File: src/rtl/core/dnsp_pkg.sv
// Package for the DNS message field parser: phases, kinds, payload structs.
package dnsp_pkg;

    typedef enum logic [3:0] {
        PH_ID    = 4'd0,
        PH_FLAGS = 4'd1,
        PH_QD    = 4'd2,
        PH_AN    = 4'd3,
        PH_NS    = 4'd4,
        PH_AR    = 4'd5,
        PH_NAME  = 4'd6,
        PH_LABEL = 4'd7,
        PH_PTR   = 4'd8,
        PH_TYPE  = 4'd9,
        PH_CLASS = 4'd10,
        PH_TTL   = 4'd11,
        PH_RDLEN = 4'd12,
        PH_RDATA = 4'd13,
        PH_DONE  = 4'd14
    } phase_t;

    localparam logic [3:0] K_ID = 4'd0;
    localparam logic [3:0] K_FLAGS = 4'd1;
    localparam logic [3:0] K_QD = 4'd2;
    localparam logic [3:0] K_CHAR = 4'd6;
    localparam logic [3:0] K_PTR = 4'd7;
    localparam logic [3:0] K_NEND = 4'd8;
    localparam logic [3:0] K_TYPE = 4'd9;
    localparam logic [3:0] K_CLASS = 4'd10;
    localparam logic [3:0] K_TTL = 4'd11;
    localparam logic [3:0] K_RDLEN = 4'd12;
    localparam logic [3:0] K_RDATA = 4'd13;
    localparam logic [3:0] K_ADDR = 4'd14;
    localparam logic [3:0] K_DONE = 4'd15;

    localparam logic [2:0] SEC_HDR = 3'd0;
    localparam logic [2:0] SEC_QUESTION = 3'd1;
    localparam logic [2:0] SEC_ANSWER = 3'd2;
    localparam logic [2:0] SEC_ADDITIONAL = 3'd4;

    localparam int MAX_RES = 3;
    localparam logic [7:0] DOT_CHAR = 8'd46;
    localparam logic [15:0] TYPE_A = 16'd1;

    typedef struct packed {
        logic [7:0] msg_byte;
        logic       start_of_message;
    } in_item_t;

    typedef struct packed {
        logic [3:0]  field_kind;
        logic [31:0] field_value;
        logic [2:0]  section;
        logic [15:0] entry_index;
        logic        last_of_run;
    } out_item_t;

    typedef struct packed {
        logic [1:0] count;
        out_item_t [MAX_RES-1:0] item;
    } result_set_t;

endpackage

File: src/rtl/core/dnsp_core.sv
// Parse state and the per-byte result generation.
module dnsp_core (
    input  logic                 aclk,
    input  logic                 aresetn,
    input  logic                 step,
    input  dnsp_pkg::in_item_t   in_item,
    output dnsp_pkg::result_set_t res
);

    dnsp_pkg::phase_t phase_reg, phase_next;
    logic [2:0]  fbc_reg, fbc_next;
    logic [31:0] acc_reg, acc_next;
    logic [15:0] cnt_reg [1:4];
    logic [15:0] cnt_next [1:4];
    logic [2:0]  sec_reg, sec_next;
    logic [15:0] ent_reg, ent_next;
    logic [7:0]  lab_reg, lab_next;
    logic        first_reg, first_next;
    logic [15:0] rtype_reg, rtype_next;
    logic [15:0] rrem_reg, rrem_next;
    logic [15:0] rpos_reg, rpos_next;
    logic        resp_reg, resp_next;

    // effective state after an optional restart
    dnsp_pkg::phase_t ph;
    logic [2:0]  fbc;
    logic [31:0] acc;
    logic [15:0] cnt [1:4];
    logic [2:0]  sec;
    logic [15:0] ent;
    logic        first;
    logic        resp;
    logic [15:0] rtype, rrem, rpos;
    logic [7:0]  lab;

    logic [7:0]  b;
    logic [15:0] v;
    logic [12:0] f;
    logic [31:0] acc_sh;
    logic [2:0]  hs;
    logic [15:0] he;
    logic        do_next;
    logic [2:0]  nx_sec;
    logic        nx_found;
    logic        nx_same;
    logic [1:0]  n;
    dnsp_pkg::out_item_t [dnsp_pkg::MAX_RES-1:0] it;

    function automatic dnsp_pkg::out_item_t mk(logic [3:0] k, logic [31:0] val,
                                               logic [2:0] s, logic [15:0] e);
        dnsp_pkg::out_item_t o;
        o.field_kind  = k;
        o.field_value = val;
        o.section     = s;
        o.entry_index = e;
        o.last_of_run = 1'b0;
        return o;
    endfunction

    always_comb begin
        b = in_item.msg_byte;
        if (in_item.start_of_message) begin
            ph = dnsp_pkg::PH_ID; fbc = '0; acc = '0; sec = '0; ent = '0;
            for (int i = 1; i <= 4; i++) cnt[i] = '0;
            first = 1'b1; resp = 1'b0; rtype = '0; rrem = '0; rpos = '0; lab = '0;
        end else begin
            ph = phase_reg; fbc = fbc_reg; acc = acc_reg; sec = sec_reg; ent = ent_reg;
            for (int i = 1; i <= 4; i++) cnt[i] = cnt_reg[i];
            first = first_reg; resp = resp_reg; rtype = rtype_reg; rrem = rrem_reg;
            rpos = rpos_reg; lab = lab_reg;
        end

        phase_next = ph; fbc_next = fbc; acc_next = acc; sec_next = sec; ent_next = ent;
        for (int i = 1; i <= 4; i++) cnt_next[i] = cnt[i];
        first_next = first; resp_next = resp; rtype_next = rtype; rrem_next = rrem;
        rpos_next = rpos; lab_next = lab;

        hs = (ph <= dnsp_pkg::PH_AR) ? dnsp_pkg::SEC_HDR : sec;
        he = (ph <= dnsp_pkg::PH_AR) ? 16'd0 : ent;
        v = {acc[7:0], b};
        acc_sh = {acc[23:0], b};
        f = {acc[7], acc[6:3], 1'b0, acc[1], acc[0], 5'd0};
        if (resp) f = f | {5'd0, acc[2], 2'b0, b[7], b[3:0]};
        do_next = 1'b0;
        n = '0;
        for (int i = 0; i < dnsp_pkg::MAX_RES; i++) it[i] = '0;

        unique case (ph)
            dnsp_pkg::PH_ID, dnsp_pkg::PH_FLAGS, dnsp_pkg::PH_QD, dnsp_pkg::PH_AN,
            dnsp_pkg::PH_NS, dnsp_pkg::PH_AR, dnsp_pkg::PH_TYPE, dnsp_pkg::PH_CLASS,
            dnsp_pkg::PH_RDLEN: begin
                if (fbc == 3'd0) begin
                    acc_next = {24'd0, b};
                    fbc_next = 3'd1;
                    if (ph == dnsp_pkg::PH_FLAGS) resp_next = b[7];
                end else begin
                    fbc_next = '0;
                    n = 2'd1;
                    unique case (ph)
                        dnsp_pkg::PH_ID: begin
                            it[0] = mk(dnsp_pkg::K_ID, {16'd0, v}, hs, he);
                            phase_next = dnsp_pkg::PH_FLAGS;
                        end
                        dnsp_pkg::PH_FLAGS: begin
                            it[0] = mk(dnsp_pkg::K_FLAGS, {19'd0, f}, hs, he);
                            phase_next = dnsp_pkg::PH_QD;
                        end
                        dnsp_pkg::PH_QD, dnsp_pkg::PH_AN, dnsp_pkg::PH_NS,
                        dnsp_pkg::PH_AR: begin
                            it[0] = mk(dnsp_pkg::K_QD + (4'(ph) - 4'(dnsp_pkg::PH_QD)),
                                       {16'd0, v}, hs, he);
                            cnt_next[3'(ph) - 3'd1] = v;
                            if (ph == dnsp_pkg::PH_AR) begin
                                sec_next = '0; ent_next = '0; do_next = 1'b1;
                            end else begin
                                phase_next = dnsp_pkg::phase_t'(ph + 4'd1);
                            end
                        end
                        dnsp_pkg::PH_TYPE: begin
                            it[0] = mk(dnsp_pkg::K_TYPE, {16'd0, v}, hs, he);
                            rtype_next = v;
                            phase_next = dnsp_pkg::PH_CLASS;
                        end
                        dnsp_pkg::PH_CLASS: begin
                            it[0] = mk(dnsp_pkg::K_CLASS, {16'd0, v}, hs, he);
                            if (sec == dnsp_pkg::SEC_QUESTION) do_next = 1'b1;
                            else begin
                                phase_next = dnsp_pkg::PH_TTL;
                                acc_next = '0;
                            end
                        end
                        default: begin
                            it[0] = mk(dnsp_pkg::K_RDLEN, {16'd0, v}, hs, he);
                            rrem_next = v; rpos_next = '0; acc_next = '0;
                            if (v == 16'd0) do_next = 1'b1;
                            else phase_next = dnsp_pkg::PH_RDATA;
                        end
                    endcase
                end
            end
            dnsp_pkg::PH_TTL: begin
                acc_next = acc_sh;
                if (fbc == 3'd3) begin
                    fbc_next = '0;
                    n = 2'd1;
                    it[0] = mk(dnsp_pkg::K_TTL, acc_sh, hs, he);
                    phase_next = dnsp_pkg::PH_RDLEN;
                end else begin
                    fbc_next = fbc + 3'd1;
                end
            end
            dnsp_pkg::PH_NAME: begin
                if (b[7]) begin
                    acc_next = {24'd0, b};
                    phase_next = dnsp_pkg::PH_PTR;
                end else if (b == 8'd0) begin
                    n = 2'd1;
                    it[0] = mk(dnsp_pkg::K_NEND, 32'd0, hs, he);
                    phase_next = dnsp_pkg::PH_TYPE;
                    fbc_next = '0;
                end else begin
                    if (!first) begin
                        n = 2'd1;
                        it[0] = mk(dnsp_pkg::K_CHAR, {24'd0, dnsp_pkg::DOT_CHAR}, hs, he);
                    end
                    first_next = 1'b0;
                    lab_next = b;
                    phase_next = dnsp_pkg::PH_LABEL;
                end
            end
            dnsp_pkg::PH_LABEL: begin
                n = 2'd1;
                it[0] = mk(dnsp_pkg::K_CHAR, {24'd0, b}, hs, he);
                lab_next = lab - 8'd1;
                if (lab == 8'd1) phase_next = dnsp_pkg::PH_NAME;
            end
            dnsp_pkg::PH_PTR: begin
                n = 2'd2;
                it[0] = mk(dnsp_pkg::K_PTR, {18'd0, acc[5:0], b}, hs, he);
                it[1] = mk(dnsp_pkg::K_NEND, 32'd0, hs, he);
                phase_next = dnsp_pkg::PH_TYPE;
                fbc_next = '0;
            end
            dnsp_pkg::PH_RDATA: begin
                n = 2'd1;
                it[0] = mk(dnsp_pkg::K_RDATA, {24'd0, b}, hs, he);
                if (rpos < 16'd4) acc_next = acc_sh;
                if (rpos == 16'd3 && sec == dnsp_pkg::SEC_ANSWER &&
                    rtype == dnsp_pkg::TYPE_A) begin
                    n = 2'd2;
                    it[1] = mk(dnsp_pkg::K_ADDR, acc_sh, hs, he);
                end
                if (rpos != 16'hFFFF) rpos_next = rpos + 16'd1;
                rrem_next = rrem - 16'd1;
                if (rrem == 16'd1) do_next = 1'b1;
            end
            default: ;
        endcase

        // advance to next entry / section, or finish
        nx_same = (sec_next >= 3'd1) && (sec_next <= 3'd4) &&
                  ({1'b0, ent_next} + 17'd1 < {1'b0, cnt_next[sec_next[2:0] == 3'd0 ?
                   3'd1 : sec_next]});
        nx_found = 1'b0;
        nx_sec = sec_next;
        for (int s = 4; s >= 1; s--) begin
            if (3'(s) > sec_next && cnt_next[s] != 16'd0) begin
                nx_found = 1'b1;
                nx_sec = 3'(s);
            end
        end
        if (do_next) begin
            if (nx_same || nx_found) begin
                if (nx_same) ent_next = ent_next + 16'd1;
                else begin
                    sec_next = nx_sec;
                    ent_next = '0;
                end
                phase_next = dnsp_pkg::PH_NAME;
                first_next = 1'b1;
                fbc_next = '0;
                acc_next = '0;
            end else begin
                phase_next = dnsp_pkg::PH_DONE;
                it[n] = mk(dnsp_pkg::K_DONE, 32'd0, dnsp_pkg::SEC_HDR, 16'd0);
                n = n + 2'd1;
            end
        end
        if (n != 2'd0) it[n - 2'd1].last_of_run = 1'b1;
        res.count = n;
        res.item = it;
    end

    always_ff @(posedge aclk) begin
        if (!aresetn) begin
            phase_reg <= dnsp_pkg::PH_ID; fbc_reg <= '0; acc_reg <= '0;
            for (int i = 1; i <= 4; i++) cnt_reg[i] <= '0;
            sec_reg <= '0; ent_reg <= '0; lab_reg <= '0; first_reg <= 1'b1;
            rtype_reg <= '0; rrem_reg <= '0; rpos_reg <= '0; resp_reg <= 1'b0;
        end else if (step) begin
            phase_reg <= phase_next; fbc_reg <= fbc_next; acc_reg <= acc_next;
            for (int i = 1; i <= 4; i++) cnt_reg[i] <= cnt_next[i];
            sec_reg <= sec_next; ent_reg <= ent_next; lab_reg <= lab_next;
            first_reg <= first_next; rtype_reg <= rtype_next; rrem_reg <= rrem_next;
            rpos_reg <= rpos_next; resp_reg <= resp_next;
        end
    end

    a_sec_range: assert property (@(posedge aclk) disable iff (!aresetn)
        sec_reg <= dnsp_pkg::SEC_ADDITIONAL) else $error("section out of range");
    a_hdr_sec: assert property (@(posedge aclk) disable iff (!aresetn)
        (phase_reg <= dnsp_pkg::PH_AR) |-> (sec_reg == dnsp_pkg::SEC_HDR))
        else $error("header phase outside header section");
    a_fbc: assert property (@(posedge aclk) disable iff (!aresetn)
        (phase_reg != dnsp_pkg::PH_TTL) |-> (fbc_reg <= 3'd1))
        else $error("byte count too large");

endmodule

File: src/rtl/core/dnsp_out_queue.sv
// Result queue: holds up to three results of one byte and drains them in order.
module dnsp_out_queue (
    input  logic                  aclk,
    input  logic                  aresetn,
    input  dnsp_pkg::result_set_t res,
    input  logic                  load,
    output logic                  can_load,
    output logic                  m_valid,
    input  logic                  m_ready,
    output dnsp_pkg::out_item_t   m_item
);

    dnsp_pkg::out_item_t [dnsp_pkg::MAX_RES-1:0] buf_reg;
    logic [1:0] cnt_reg, cnt_next;
    logic [1:0] rd_reg, rd_next;
    logic       pop;

    assign m_valid = cnt_reg != 2'd0;
    assign m_item = buf_reg[rd_reg];
    assign pop = m_valid && m_ready;
    // accept a new byte once the queue is empty or its last result leaves now
    assign can_load = (cnt_reg == 2'd0) || (cnt_reg == 2'd1 && m_ready);

    always_comb begin
        cnt_next = cnt_reg;
        rd_next = rd_reg;
        if (pop) begin
            cnt_next = cnt_reg - 2'd1;
            rd_next = rd_reg + 2'd1;
        end
        if (load && res.count != 2'd0) begin
            cnt_next = res.count;
            rd_next = '0;
        end
    end

    always_ff @(posedge aclk) begin
        if (!aresetn) begin
            cnt_reg <= '0;
            rd_reg <= '0;
        end else begin
            cnt_reg <= cnt_next;
            rd_reg <= rd_next;
        end
    end

    always_ff @(posedge aclk) begin
        if (load && res.count != 2'd0) buf_reg <= res.item;
    end

    a_last: assert property (@(posedge aclk) disable iff (!aresetn)
        (cnt_reg == 2'd1) |-> m_item.last_of_run) else $error("last result unmarked");
    a_nolast: assert property (@(posedge aclk) disable iff (!aresetn)
        (cnt_reg > 2'd1) |-> !m_item.last_of_run) else $error("early last mark");
    a_over: assert property (@(posedge aclk) disable iff (!aresetn)
        load |-> can_load) else $error("load into busy queue");

endmodule

File: src/rtl/core/dns_message_field_parser_unit.sv
// Top level of the DNS message field parser.
// Latency: a byte's first result is valid the cycle after the byte is accepted.
// Throughput: one byte per cycle while each byte yields at most one result
// and m_ready is high; a byte with more results holds input as the queue drains.
// Reset (aresetn low, synchronous) returns the parse to the header ID phase
// and empties the result queue.
module dns_message_field_parser_unit (
    input  logic                aclk,
    input  logic                aresetn,
    input  logic                s_valid,
    output logic                s_ready,
    input  dnsp_pkg::in_item_t  s_data,
    output logic                m_valid,
    input  logic                m_ready,
    output dnsp_pkg::out_item_t m_data
);

    dnsp_pkg::result_set_t res;
    logic step;

    assign step = s_valid && s_ready;

    dnsp_core u_core (
        .aclk(aclk), .aresetn(aresetn), .step(step), .in_item(s_data), .res(res)
    );

    dnsp_out_queue u_queue (
        .aclk(aclk), .aresetn(aresetn), .res(res), .load(step), .can_load(s_ready),
        .m_valid(m_valid), .m_ready(m_ready), .m_item(m_data)
    );

endmodule
File: config.mk
export PLATFORM = sky130hd
export DESIGN_NAME = dns_message_field_parser_unit
export DESIGN_NICKNAME = d
export VERILOG_FILES = /design/src/rtl/core/dnsp_pkg.sv /design/src/rtl/core/dnsp_core.sv /design/src/rtl/core/dnsp_out_queue.sv /design/src/rtl/core/dns_message_field_parser_unit.sv
export SDC_FILE = /design/constraint.sdc
export NUM_CORES = 1
export LEC_CHECK = 0
export ABC_AREA = 0
export BUFFER_PORTS_ARGS = -buffer_cell sky130_fd_sc_hd__buf_2
export CAP_MARGIN = 20
export CORE_AREA = 2 2 310 159
export DETAILED_ROUTE_END_ITERATION = 6
export DIE_AREA = 0 0 312 161
export PLACE_DENSITY = 0.52
export SETUP_SLACK_MARGIN = 0.02
export SYNTH_ARGS = -nofsm -noshare
export SYNTH_HDL_FRONTEND = slang
export SYNTH_SLANG_ARGS = --single-unit
File: constraint.sdc
create_clock -name aclk -period 21.5 [get_ports aclk]
set_input_delay 2.15 -clock aclk [delete_from_list [all_inputs] [get_ports aclk]]
set_output_delay 2.15 -clock aclk [all_outputs]
set_load 0.01 [all_outputs]
Word-level counts from Yosys, hierarchy flattened

Memory sizes are Yosys's and may differ from the RTL's.
Index checks and enable logic that the tools add are counted.

Latch bits: 0
Word-level logic and storage cells: 269
Input bits: 13
Memory bits (read-only): 0
Memories kept: 1
Output and inout bits: 58
Bits in writable memories: 64
Register bits after elaboration: 288

Shifts and indexed selects: 0
Div/mod/pow operators: 0
Mux-type cells: 140
Reductions and logical operators: 36
Eq/ne operators: 22
Order comparisons: 17
Add/subtract/negate cells: 14
Multipliers: 0
Bitwise gates (word level): 11

Memory list:

| memory         | words | bits a word | read ports | clocked after memory_dff | wr ports | line            | text |
|---|---|---|---|---|---|---|---|
| u_core.cnt_reg | 4     | 16          | 4          | 0                        | 4        | dnsp_core.sv:13 | `logic [15:0] cnt_reg [1:4];` |

Operator list:

| kind                | count |
|---|---|
| $mux W168           | 3 |
| $mux W16            | 27 |
| $mux W56            | 7 |
| $pmux W56 S6        | 1 |
| $pmux W56 S5        | 1 |
| $mux W64            | 4 |
| $demux W56 S2       | 2 |
| $mux W32            | 7 |
| $bwmux W168         | 1 |
| $and A104 B156 Y156 | 1 |
| $not A156 Y156      | 1 |
| $pmux W32 S4        | 1 |
| $bmux W56 S2        | 1 |
| $pmux W56 S2        | 1 |
| $bwmux W64          | 1 |
| $pmux W16 S2        | 2 |
| $pmux W32 S2        | 1 |
| $reduce_bool A16 Y1 | 4 |
| $mux W3             | 20 |
| $mux W55            | 1 |
| $bmux W16 S3        | 1 |
| $demux W16 S3       | 1 |
| $mux W4             | 11 |
| $pmux W4 S5         | 2 |
| other kinds (62)    | 138 |

Depth between registers and ports, before layout

Gate-level depths: netlist of the first run.

Depth in word-level cells: 27
Mapped depth: 34
Gate-level depth less buffers: 23

Cells and area by module

Synthesis of the first run repeated with hierarchy kept, for this count alone.

Cells, all modules: 1,982
Area total of the unflattened synthesis: 18,723.0 µm²

By module, submodules not included:

| module                        | seq. area each (µm²) | times used | area an instance (µm²) | cells an instance |
|---|---|---|---|---|
| dnsp_core                     | 4,083.9              | 1          | 12,248.0               | 1,598 |
| dnsp_out_queue                | 5,124.9              | 1          | 6,468.7                | 383 |
| dns_message_field_parser_unit | 0.0                  | 1          | 6.3                    | 1 |

Worst setup path before layout of the first run

No wires, ideal clock.

Kind: input port to flip-flop
From: input port s_data[0] (netlist bit)
To: register u_queue.buf_reg[0] (netlist bit) (enable)
Arrival: 12,856 ps
Stages on the path: 31
Required time: 20,906 ps
Path buffers: 11
Path slack: 8,050 ps
Library setup time: 594 ps
Cells stage by stage: buf_4 -> clkbuf_1 -> clkbuf_1 -> buf_2 -> buf_2 -> buf_1 -> buf_1 -> nor2_1 -> inv_1 -> ha_1 -> nand2b_1 -> clkbuf_1 -> a31oi_1 -> buf_2 -> clkbuf_1 -> and2_1 -> ha_1 -> and3_1 -> nand3_1 -> nor3_1 -> xnor2_1 -> nor2_1 -> ha_1 -> a21o_1 -> a2111o_1 -> a211oi_2 -> nand3_2 -> nor3_2 -> nor3_2 -> buf_6 -> a221oi_2

Longest elaborated chain between the ends: 22
Elaborated cells between the ends (all ways): 104
Classes of those cells: 3 x add/sub; 9 x order compare; 19 x eq/ne; 48 x mux; 2 x bitwise; 23 x reduce/logical

Ends and longest elaborated chain:

| item                                                                  | line                                | text |
|---|---|---|
| from (decl)                                                           | dns_message_field_parser_unit.sv:12 | `input dnsp_pkg::in_item_t s_data,` |
| parallel branches: the longest is 19 deep, another holds $ge A4 B4 Y1 | n/a                                 |  |
| $mux W2 *                                                             | dnsp_core.sv:212                    | `if (do_next) begin` |
| $reduce_bool A2 Y1 *                                                  | dnsp_out_queue.sv:48                | `if (load && res.count != 2'd0) buf_reg <= res.item;` |
| $logic_and A1 B1 Y1 *                                                 | dnsp_out_queue.sv:48                |  |
| to (signal assigned)                                                  | dnsp_out_queue.sv:48                |  |
| to (decl)                                                             | dnsp_out_queue.sv:13                | `dnsp_pkg::out_item_t [dnsp_pkg::MAX_RES-1:0] buf_reg;` |

Every way passes the cells marked *. The select of a mux whose other input is x is not followed.
A chain may end at the register's enable or synchronous reset.

Worst setup path after layout of the first run

From: input port s_data[0] (netlist bit)
To: register u_queue.buf_reg[33] (netlist bit) (enable)

Same word-level chain as after synthesis.

==> impl_results.md, run 1 <==
* Status: finished, final reports clean
* CP max-delay cell: o41ai_1
* Seq/Total Area, Yosys at 0.460
* RSZ-0062 raised after global routing: no
* CP cell instances: buf_4 > nor2_1 > inv_1 > ha_1 > and2b_2 > o31ai_4 > buf_4 > or3_1 > mux2i_1 > nor2_1 > o41ai_1 > nand3_1 > ha_1 > a21oi_1 > o21ai_0 > a2bb2oi_1 > nand3_2 > nor3_2 > nor3_2 > a221oi_4 > buf_4 > buf_4 > buf_16
* HP Class: reg -> reg
* Core area at 47600 um2
* Max Freq at 115 MHz
* Clock Sinks at 289
* Total Nets Final at 1837
* Comb power frac at 0.258
* Area delta synth->final at 11.4%
* Post-synth top cells: 248 x nor2_1, 177 x edfxtp_1, 148 x nand2_1
* Compound-Gate Fraction of Synth Area at 0.182
* Port buffer count at 70
* XOR/XNOR share of the synthesized area at 0.0139
* Post-placement cell count at 2409
* Sequential share of power at 0.444
* Skew-Pair Late Insertion Delay at 0.59 ns
* Gpl congestion at 0.978
* Synth Area in Simple Gates at 0.225
* Cell repeated most along the worst path: buf_4
* Largest family of logic cells by synthesized area: simple AND/OR/NAND/NOR gates
* Pwr per Cell Area at 86.0 nW/um2
* Ports at 71
* Final Power at 1.57 mW
* Critical Path RT at 21.74 ns
* DRC at 0
* Synth Area in Adders at 0.0213
* Hold_ws at 0.473 ns
* #FFs+latches synth at 289
* Initial antenna violation count at 0
* Worst slew pin tran at 1.29 ns
* Critical path buffer and inverter count at 6
* Slew margin rel. at 0.131
* Setup TNS at 0 ns
* Routed vias at 14800
* Fin crit period at 8.69 ns
* H-tree levels at 1
* Routed WL at 61.7 mm
* Cell variety after synth at 101
* Ys async rst share at 0
* Starting Density at 0.345
* Tcrit/Tclk final at 0.404
* Die Ht at 161 um
* Most used DFF post-synth: edfxtp_1
* Finish-stage setup viols at 0
* Max FFs per register at 113
* CTS Hold Bufs at 0
* Largest net degree at the start of global routing at 88
* Dpl hpwl at 44.0 mm
* Cell taking the most area after synthesis: edfxtp_1
* First-pass GRT wire length at 90.1 mm
* Grt total ovfl at 0
* Placement Cell Area at 17400 um2
* Net Sw Frac at 0.356
* Slew Viols, Final at 0
* Syn. warnings at 0
* Die Footprint at 50200 um2
* Max_cap viols at 0
* Layout cells sized above 1 at 0.117
* Syn_nets at 1820
* Syn_area_per_cell at 9.23 um2
* Setup Crit Path Kind: in -> reg
* Post-CTS setup buffers at 0
* Worst-path clk slew at 0.06 ns
* P_int at 1.01 mW
* Delay-heaviest family, CP: simple AND/OR/NAND/NOR gates
* Post-synth EDFFs at 177
* DIE WIDTH at 312 um
* Most numerous cell in the Yosys netlist: nor2_1
* Resized cells post-CTS at 0
* Clk buf depth at 3
* Worst VDD drop at 64.1 uV
* CP Launch Type: input pin
* Final cell area excluding filler cells at 18300 um2
* Total Routing Usage GR at 0.239
* Drt wl/cell at 25.0 um
* Final Hold Vio Count at 0
* CP max stage delay at 0.69 ns
* Standby leakage power at 6.34 nW
* Multiplexer area fraction after synthesis at 0.0561
* Worst-path fanout max at 76
* Crit. End Element: register
* Post-Layout Cell Count at 2465
* WP data arrival at 8.93 ns
* Area contributors post-synth: edfxtp_1 32%, dfxtp_1 14%, nor2_1 5.7%, mux2i_1 5.5%, and2_1 3.4%
* Vias in the first global route at 13100
* 1st-iter DRT viols at 1920
* Root Driver: clkbuf_16
* First-pass DRT Iterations at 6
* Vias per cell at 6.00
* Clock skew at 0.0214 ns
* TritonCTS clock tree: built
* Site row count at 57
* Synth top area share at 0.324
* Sw power at 0.561 mW
* Diode count at 0
* Synth Cell Area at 16400 um2
* Clock power share at 0.298
* Post-Synthesis Cells at 1779
* CTS buffer count at 27
* Post-route ant nets at 0
==> worst register-to-register path, cell delays in order, from the launching register on <==
cell,delay (ns)
dfxtp_1,0.36
inv_1,0.07
nor2_1,0.15
inv_1,0.06
ha_1,0.24
and2b_2,0.30
o31ai_4,0.18
buf_4,0.29
or3_1,0.61
mux2i_1,0.69
nor2_1,0.08
o41ai_1,0.69
nand3_1,0.18
ha_1,0.34
a21oi_1,0.14
o21ai_0,0.12
a2bb2oi_1,0.28
nand3_2,0.29
nor3_2,0.33
nor3_2,0.19
a221oi_4,0.24
buf_4,0.38
buf_4,0.32
buf_16,0.34
==> path summary, 6_finish.rpt <==
path         depth (start not counted)                                to  slack [ns]                        startpoint
max                                 23     u_queue.buf_reg[33]$_DFFE_PP_       12.81                         s_data[0]
min                                  1  u_core.rtype_reg[8]$_SDFFE_PN0P_        0.47  u_core.rtype_reg[8]$_SDFFE_PN0P_
max reg2reg                         23     u_queue.buf_reg[33]$_DFFE_PP_       14.20    u_core.fbc_reg[0]$_SDFFE_PN0P_
min reg2reg                          1  u_core.rtype_reg[8]$_SDFFE_PN0P_        0.47  u_core.rtype_reg[8]$_SDFFE_PN0P_
==> power by group through the flow <==
stage	clock [mW]	combinational (mW)	sequential [mW]
after CTS	0.478	0.389	0.697
after global routing	0.499	0.431	0.703
after detailed placement	0	0.388	0.708
final	0.469	0.406	0.699
after global placement	0	0.386	0.708
after floorplan	0	0.256	0.674
==> cell type report <==
class	count	area (um2)
fill	4807	29300
multi-input combinational	1323	8200
sequential	289	7560
tap	649	812
timing repair buffer	124	790
clock buffer	36	739
inverter	31	116
clock inverter	13	78.8
==> cells in the final DEF, fill, tap and decap left out, types with 11 or more instances in the layout <==
cell         n
a21oi_1     94
inv_1       27
and3_1      17
mux2i_1     91
nor2b_1     15
a31oi_1     33
nand2b_1    12
nor3_1      58
buf_4       48
edfxtp_1   177
and2_1      90
o31ai_1     11
nand3_1     34
nor4_1      40
nand4_1     11
a21o_1      12
nor3b_1     14
dfxtp_1    110
a22oi_1     31
o21ai_0     94
xnor2_1     15
clkbuf_16   27
ha_1        28
buf_2       70
a22o_1      34
o22ai_1     13
nand2_1    148
nor2_1     247
xor2_1      11
==> through the flow <==
| step | setup WS [ns] | utilization |
|---|---|---|
| floorplan | 8.05 | - |
| global placement | 12.13 | 0.365 |
| detailed placement | 11.96 | 0.365 |
| CTS | 12.52 | 0.383 |
| global route | 12.34 | 0.384 |
| finish | 12.81 | 0.384 |
==> kinds of logic after synthesis <==
kind of cell,count (synthesis)
xor gates and xnor gates,26
DFF,289
muxes,92
AOI/OAI and AO/OA,441
adders and majority gates,28
buffers and inverters,167
and+or+nand+nor,736
==> per-layer routing <==
| layer | GRT usage | part of all wire | vias to the layer above |
|---|---|---|---|
| met2 | 0.281 | 0.34 | 864 |
| met1 | 0.407 | 0.51 | 7267 |
| met5 | 0 | 0 | - |
| li1 | - | - | 6583 |
| met4 | 0.0334 | 0.013 | 0 |
| met3 | 0.0723 | 0.13 | 72 |
No activity file was read; power rests on OpenSTA's default activity.
==> run 2: changes to the inputs <==
==> constraint.sdc (replaced) <==
create_clock -name aclk -period 8.5 [get_ports aclk]
set_input_delay 0.85 -clock aclk [delete_from_list [all_inputs] [get_ports aclk]]
set_output_delay 0.85 -clock aclk [all_outputs]
set_load 0.01 [all_outputs]
==> run 2 against run 1 <==
Against the previous run: combinational power increased to 2.7 times the previous value; sequential power grew 140%; total power rose to 2.6 times the previous value; die area did not move; sequential share of layout area fell by 0.46 points; global-route usage rose by 0.29 points; highest routed layer unchanged; critical path type unchanged; count of clock-buffer cells in the layout is 3 lower; non-clock buffer count is the same; clock skew decreased by 0.00069 ns; first-iteration DRC count shrank 5.8%; final cell count increased by 0.24%.
==> impl_results.md, run 2 (synthesis results as in run 1) <==
* Final Power at 4.13 mW (+160%)
* Drt wl/cell at 24.9 um (-0.56%)
* Layout cells sized above 1 at 0.130 (+0.0125)
* Worst slew pin tran at 1.15 ns (-0.140 ns)
* Status: finished, final reports clean
* Die Footprint at 50200 um2 (unchanged)
* First-pass GRT wire length at 91.0 mm (+0.96%)
* HP Class: reg -> reg
* Critical Path RT at 8.72 ns (-13.02 ns)
* DIE WIDTH at 312 um (unchanged)
* Vias in the first global route at 13100 (+0.21%)
* Pwr per Cell Area at 223 nW/um2 (+160%)
* First-pass DRT Iterations at 5 (-1)
* Final cell area excluding filler cells at 18500 um2 (+1.1%)
* CTS buffer count at 28 (+3.7%)
* CP cell instances: buf_4 > inv_2 > nand2_1 > ha_4 > nand2b_1 > a31oi_2 > o21ai_0 > buf_4 > nor2_1 > buf_4 > nor3_1 > o41ai_1 > nand3_1 > ha_1 > a21oi_1 > o21ai_0 > a2bb2oi_1 > nand3_2 > nor3_2 > nor3_2 > buf_4 > a221oi_4 > buf_4
* WP data arrival at 7.48 ns (-1.45 ns)
* Setup ws final at 1.24 ns (-11.56 ns)
* Worst-path fanout max at 75 (-1.3%)
* Most frequent cells in the layout: 246 x nor2_1, 177 x edfxtp_1, 147 x nand2_1, 110 x dfxtp_1
* Layout filler cell count at 4834 (+0.56%)
* Fin crit period at 7.26 ns
* Clock Sinks at 289 (unchanged)
* Max FFs per register at 113 (unchanged)
* Core area at 47600 um2 (unchanged)
* Slew margin rel. at 0.225 (+0.0942)
* Die Ht at 161 um (unchanged)
* DRC at 0 (unchanged)
* Dpl hpwl at 43.7 mm (-0.54%)
* Final Hold Vio Count at 0 (unchanged)
* RSZ-0062 raised after global routing: no
* TritonCTS clock tree: built
* Tcrit/Tclk final at 0.854
* Ports at 71 (unchanged)
* Resized cells post-CTS at 0 (unchanged)
* Largest net degree at the start of global routing at 76 (-14%)
* H-tree levels at 1 (unchanged)
* Worst-path clk slew at 0.07 ns (about the same)
* Most common cell after layout, fill and taps aside: nor2_1
* Area delta synth->final at 12.7%
* Routed WL at 61.5 mm (-0.32%)
* 1st-iter DRT viols at 1808 (-5.8%)
* Worst VDD drop at 177 uV (+180%)
* Delay-heaviest family, CP: compound AO/OA/AOI/OAI gates
* Hold_ws at 0.471 ns (-0.00282 ns)
* Crit. End Element: register
* Clk buf depth at 3 (unchanged)
* Post-route ant nets at 0 (unchanged)
* Port buffer count at 70 (unchanged)
* Max Freq at 138 MHz
* CP Launch Type: input pin
* Initial antenna violation count at 1 (+1)
* Site row count at 57 (unchanged)
* Standby leakage power at 6.41 nW (+0.99%)
* Vias per cell at 5.86 (-2.3%)
* Setup TNS at 0 ns (unchanged)
* Pre-CTS WS at 0.795 ns (-11.16 ns)
* Post-CTS setup buffers at 0 (unchanged)
* Slew Viols, Final at 0 (unchanged)
* Finish-stage setup viols at 0 (unchanged)
* Clock skew at 0.0207 ns (-0.000690 ns)
* Starting Density at 0.345 (unchanged)
* Routed vias at 14500 (-2.1%)
* Grt total ovfl at 0 (unchanged)
* Cell repeated most along the worst path: buf_4
* Skew-Pair Late Insertion Delay at 0.60 ns (about the same)
* CP max-delay cell: buf_4
* Critical path buffer and inverter count at 6 (unchanged)
* Max_cap viols at 0 (unchanged)
* CTS Hold Bufs at 0 (unchanged)
* CP max stage delay at 0.77 ns (+0.08 ns)
* Setup Crit Path Kind: in -> reg
* Placement Cell Area at 17500 um2 (+0.63%)
* Root Driver: clkbuf_16
* Total Routing Usage GR at 0.242 (+0.00288)
* Gpl congestion at 0.965 (-1.3%)
* Total Nets Final at 1838 (+0.054%)
run 2: worst paths after layout:
| path | slack, ns | from | cells after the start | to |
|---|---|---|---|---|
| max | 1.24 | s_data[0] | 23 | u_queue.buf_reg[87]$_DFFE_PP_ |
| min | 0.47 | u_core.fbc_reg[1]$_SDFFE_PN0P_ | 2 | u_core.fbc_reg[1]$_SDFFE_PN0P_ |
| max reg2reg | 1.52 | u_core.fbc_reg[0]$_SDFFE_PN0P_ | 23 | u_queue.buf_reg[87]$_DFFE_PP_ |
| min reg2reg | 0.47 | u_core.fbc_reg[1]$_SDFFE_PN0P_ | 2 | u_core.fbc_reg[1]$_SDFFE_PN0P_ |
run 2: tightest hold or removal path, cell delays in order, from the launching register on:
cell	delay (ns)
dfxtp_1	0.33
nand2_1	0.05
o21ai_0	0.06
run 2: final cells by class:
class | count | area [um2] | area share
Inverter | 31 | 116 | 0.00629
Sequential cell | 289 | 7560 | 0.409
Clock buffer | 33 | 761 | 0.0411
Multi-Input combinational cell | 1323 | 8280 | 0.448
Timing Repair Buffer | 124 | 762 | 0.0412
Antenna cell | 3 | 7.51 | 0.000406
Clock inverter | 19 | 201 | 0.0109
Tap cell | 649 | 812 | 0.0439
run 2: stage by stage:
step                       util  cells
final                     0.388   2471
after global routing      0.388   2468
after CTS                 0.388   2466
after detailed placement  0.368   2414
after global placement    0.367   2412
after floorplan               -   1779
run 2: per-layer routing:
layer	vias up	share of wire	GRT usage
li1	6595	-	-
met1	7124	0.51	0.394
met2	703	0.35	0.289
met3	53	0.13	0.0964
met4	0	0.012	0.0330
met5	-	0	0
run 2: report_power, final:
| group | switching [mW] | internal (mW) |
|---|---|---|
| clock | 0.617 | 0.716 |
| sequential | 0.0911 | 1.62 |
| combinational | 0.762 | 0.325 |
==> run 3: changes to the inputs <==
--- a/config.mk
+++ b/config.mk
@@ -8,10 +8,10 @@
 export ABC_AREA = 0
 export BUFFER_PORTS_ARGS = -buffer_cell sky130_fd_sc_hd__buf_2
 export CAP_MARGIN = 20
-export CORE_AREA = 2 2 310 159
+export CORE_AREA = 2 2 290 149
 export DETAILED_ROUTE_END_ITERATION = 6
-export DIE_AREA = 0 0 312 161
-export PLACE_DENSITY = 0.52
+export DIE_AREA = 0 0 292 151
+export PLACE_DENSITY = 0.57
 export SETUP_SLACK_MARGIN = 0.02
 export SYNTH_ARGS = -nofsm -noshare
 export SYNTH_HDL_FRONTEND = slang
==> run 3 against run 2 <==
Against the previous run: critical path depth down 2; wire length fell by 8.0%; core utilization increased by 5.5 points; sequential power about the same; combinational power fell by 7%; count of clock-buffer cells in the layout increased by 1; critical endpoint is now u_queue.buf_reg[35]$_DFFE_PP_; sequential share of layout area increased by 0.28 points; total power fell by 0.92%; clock power about the same; final cell count fell by 4.3%; global-route usage rose by 1.1 points.
==> impl_results.md, run 3 (synthesis results as in run 1) <==
* Post-CTS setup buffers at 0 (unchanged)
* Met2 GRT Util at 0.306 (+0.0169)
* Most common cell after layout, fill and taps aside: nor2_1
* GR Layer Usage met1 at 0.419 (+0.0245)
* Met3 Use GR at 0.0781 (-0.0184)
* Worst slew pin tran at 1.19 ns (+0.0386 ns)
* Vias in the first global route at 12700 (-3.1%)
* Standby leakage power at 6.38 nW (-0.33%)
* Crit. End Element: register
* WP data arrival at 6.59 ns (-0.89 ns)
* Layout filler cell count at 3985 (-18%)
* H-tree levels at 1 (unchanged)
* Finish-stage setup viols at 0 (unchanged)
* Fin crit period at 6.37 ns (-0.892 ns)
* Die Footprint at 44100 um2 (-12%)
* Area delta synth->final at 11.9%
* Placement Cell Area at 17400 um2 (-0.87%)
* Diode count at 0 (-3)
* Site row count at 53 (-7.0%)
* Initial antenna violation count at 0 (-1)
* Vias per cell at 6.12 (+4.5%)
* Net Sw Frac at 0.343 (-0.0128)
* RSZ-0062 raised after global routing: no
* Worst reg-to-reg setup slack at 2.30 ns (+0.78 ns)
* Slew Viols, Final at 0 (unchanged)
* Core area at 41400 um2 (-13%)
* DRC at 0 (unchanged)
* Worst-path clk slew at 0.07 ns (about the same)
* Clk buf depth at 3 (unchanged)
* CTS buffer count at 28 (unchanged)
* Post-route ant nets at 0 (unchanged)
* Critical Path RT at 8.72 ns (about the same)
* Total Routing Usage GR at 0.252 (+0.0106)
* Skew-Pair Late Insertion Delay at 0.59 ns (about the same)
* Most frequent cells in the layout: 246 x nor2_1, 177 x edfxtp_1, 147 x nand2_1, 110 x dfxtp_1
* Clock power share at 0.328 (+0.005)
* Comb power frac at 0.248 (-0.015)
* Grt total ovfl at 0 (unchanged)
* Final Hold Vio Count at 0 (unchanged)
* HP Class: reg -> reg
* Worst-path fanout max at 115 (+53%)
* Largest net degree at the start of global routing at 116 (+53%)
* Die Ht at 151 um (-6.2%)
* Max FFs per register at 113 (unchanged)
* P_int at 2.69 mW (+1.0%)
* First-pass DRT Iterations at 5 (unchanged)
* Status: finished, final reports clean
* Tcrit/Tclk final at 0.749 (-0.105)
* 1st-iter DRT viols at 1757 (-2.8%)
* Gpl congestion at 1.00 (+3.8%)
* Slew margin rel. at 0.203 (-0.0216)
* Resized cells post-CTS at 0 (unchanged)
* Sw power at 1.40 mW (-4.5%)
* Routed vias at 14500 (-0.069%)
* Worst VDD drop at 141 uV (-20%)
* Drt wl/cell at 23.9 um (-3.8%)
* Clock Sinks at 289 (unchanged)
* Layout cells sized above 1 at 0.125 (-0.00516)
* CTS Hold Bufs at 0 (unchanged)
* Sequential share of power at 0.424 (+0.009)
* Max_cap viols at 0 (unchanged)
* Port buffer count at 70 (unchanged)
* Dpl hpwl at 40.4 mm (-7.6%)
* Clock skew at 0.0157 ns (-0.00493 ns)
* Root Driver: clkbuf_16
* Max Freq at 157 MHz (+14%)
* Total Nets Final at 1833 (-0.27%)
* Routed WL at 56.6 mm (-8.0%)
* First-pass GRT wire length at 83.7 mm (-8.0%)
* Global route hottest layer: met1
* Core Util, Final at 0.444 (+0.0551)
* CP Launch Type: input pin
* Ports at 71 (unchanged)
* Pwr per Cell Area at 223 nW/um2 (-0.25%)
* Starting Density at 0.396 (+0.0515)
* Setup Crit Path Kind: in -> reg
* TritonCTS clock tree: built
* Final cell area excluding filler cells at 18400 um2 (-0.67%)
* DIE WIDTH at 292 um (-6.4%)
==> run 3: cell count changes in the layout (fill, tap and decap cells not counted), sizes merged <==
| cell | delta |
|---|---|
| bufinv | +2 |
| inv | -4 |
| buf | -5 |
| diode | -3 |
| clkbuf | +1 |
| clkinv | +1 |
==> run 3: layout make-up <==
cell class / instances / area (um2) / area share
Tap cell: 550 / 688 / 0.0374
Timing Repair Buffer: 119 / 767 / 0.0417
Clock inverter: 18 / 231 / 0.0126
Clock buffer: 34 / 733 / 0.0399
Multi-Input combinational cell: 1323 / 8280 / 0.451
Sequential cell: 289 / 7560 / 0.411
Inverter: 31 / 116 / 0.00633
==> run 3: final timing paths <==
path                                                         from                                 to  cells after the start
worst min-delay path            u_core.rtype_reg[15]$_SDFFE_PN0P_  u_core.rtype_reg[15]$_SDFFE_PN0P_                      1
worst max register to register   u_core.phase_reg[3]$_SDFFE_PN0P_      u_queue.buf_reg[35]$_DFFE_PP_                     20
worst min register to register  u_core.rtype_reg[15]$_SDFFE_PN0P_  u_core.rtype_reg[15]$_SDFFE_PN0P_                      1
worst max-delay path                                    s_data[0]      u_queue.buf_reg[35]$_DFFE_PP_                     21
==> run 3: through the flow <==
stage	total power [mW]	cells	setup slack [ns]	hold WS (ns)	TNS, ns
6_report	4.10	2364	2.13	0.471	0
5_1_grt	4.25	2364	1.82	0.486	0
4_1_cts	4.07	2361	2.35	0.470	0
3_5_place_dp	2.74	2309	1.74	0.452	0
3_3_place_gp	2.73	2308	1.92	0.448	0
2_1_floorplan	2.36	1779	-0.0554	0.425	-6.26
==> run 3: routing by layer <==
| metal | up-vias | share of wire |
|---|---|---|
| met5 | - | 0.00097 |
| met4 | 2 | 0.012 |
| met3 | 61 | 0.13 |
| met2 | 807 | 0.35 |
| met1 | 7017 | 0.50 |
| li1 | 6578 | - |
==> run 3: power groups by stage <==
stage                     sequential [mW]  clock, mW  combinational [mW]
after floorplan                      1.70          0               0.659
after global placement               1.76          0               0.968
after detailed placement             1.76          0               0.974
after CTS                            1.74       1.36               0.976
after global routing                 1.75       1.41                1.09
final                                1.74       1.34                1.01
==> run 3: worst max-delay path, cell delays in order <==
cell and delay (ns):
buf_4 0.24, inv_2 0.06, nand2_1 0.15, ha_4 0.18, nand2b_1 0.16, a31oi_2 0.19, o21ai_0 0.39, nor2_1 0.88
nor3_1 0.11, o41ai_1 0.36, nand3_1 0.13, ha_1 0.30, a21o_1 0.19, a2111o_1 0.40, a211oi_2 0.30, nand3_2 0.25
nor3_2 0.25, nor3_2 0.08, buf_4 0.19, a221oi_4 0.29, buf_12 0.41
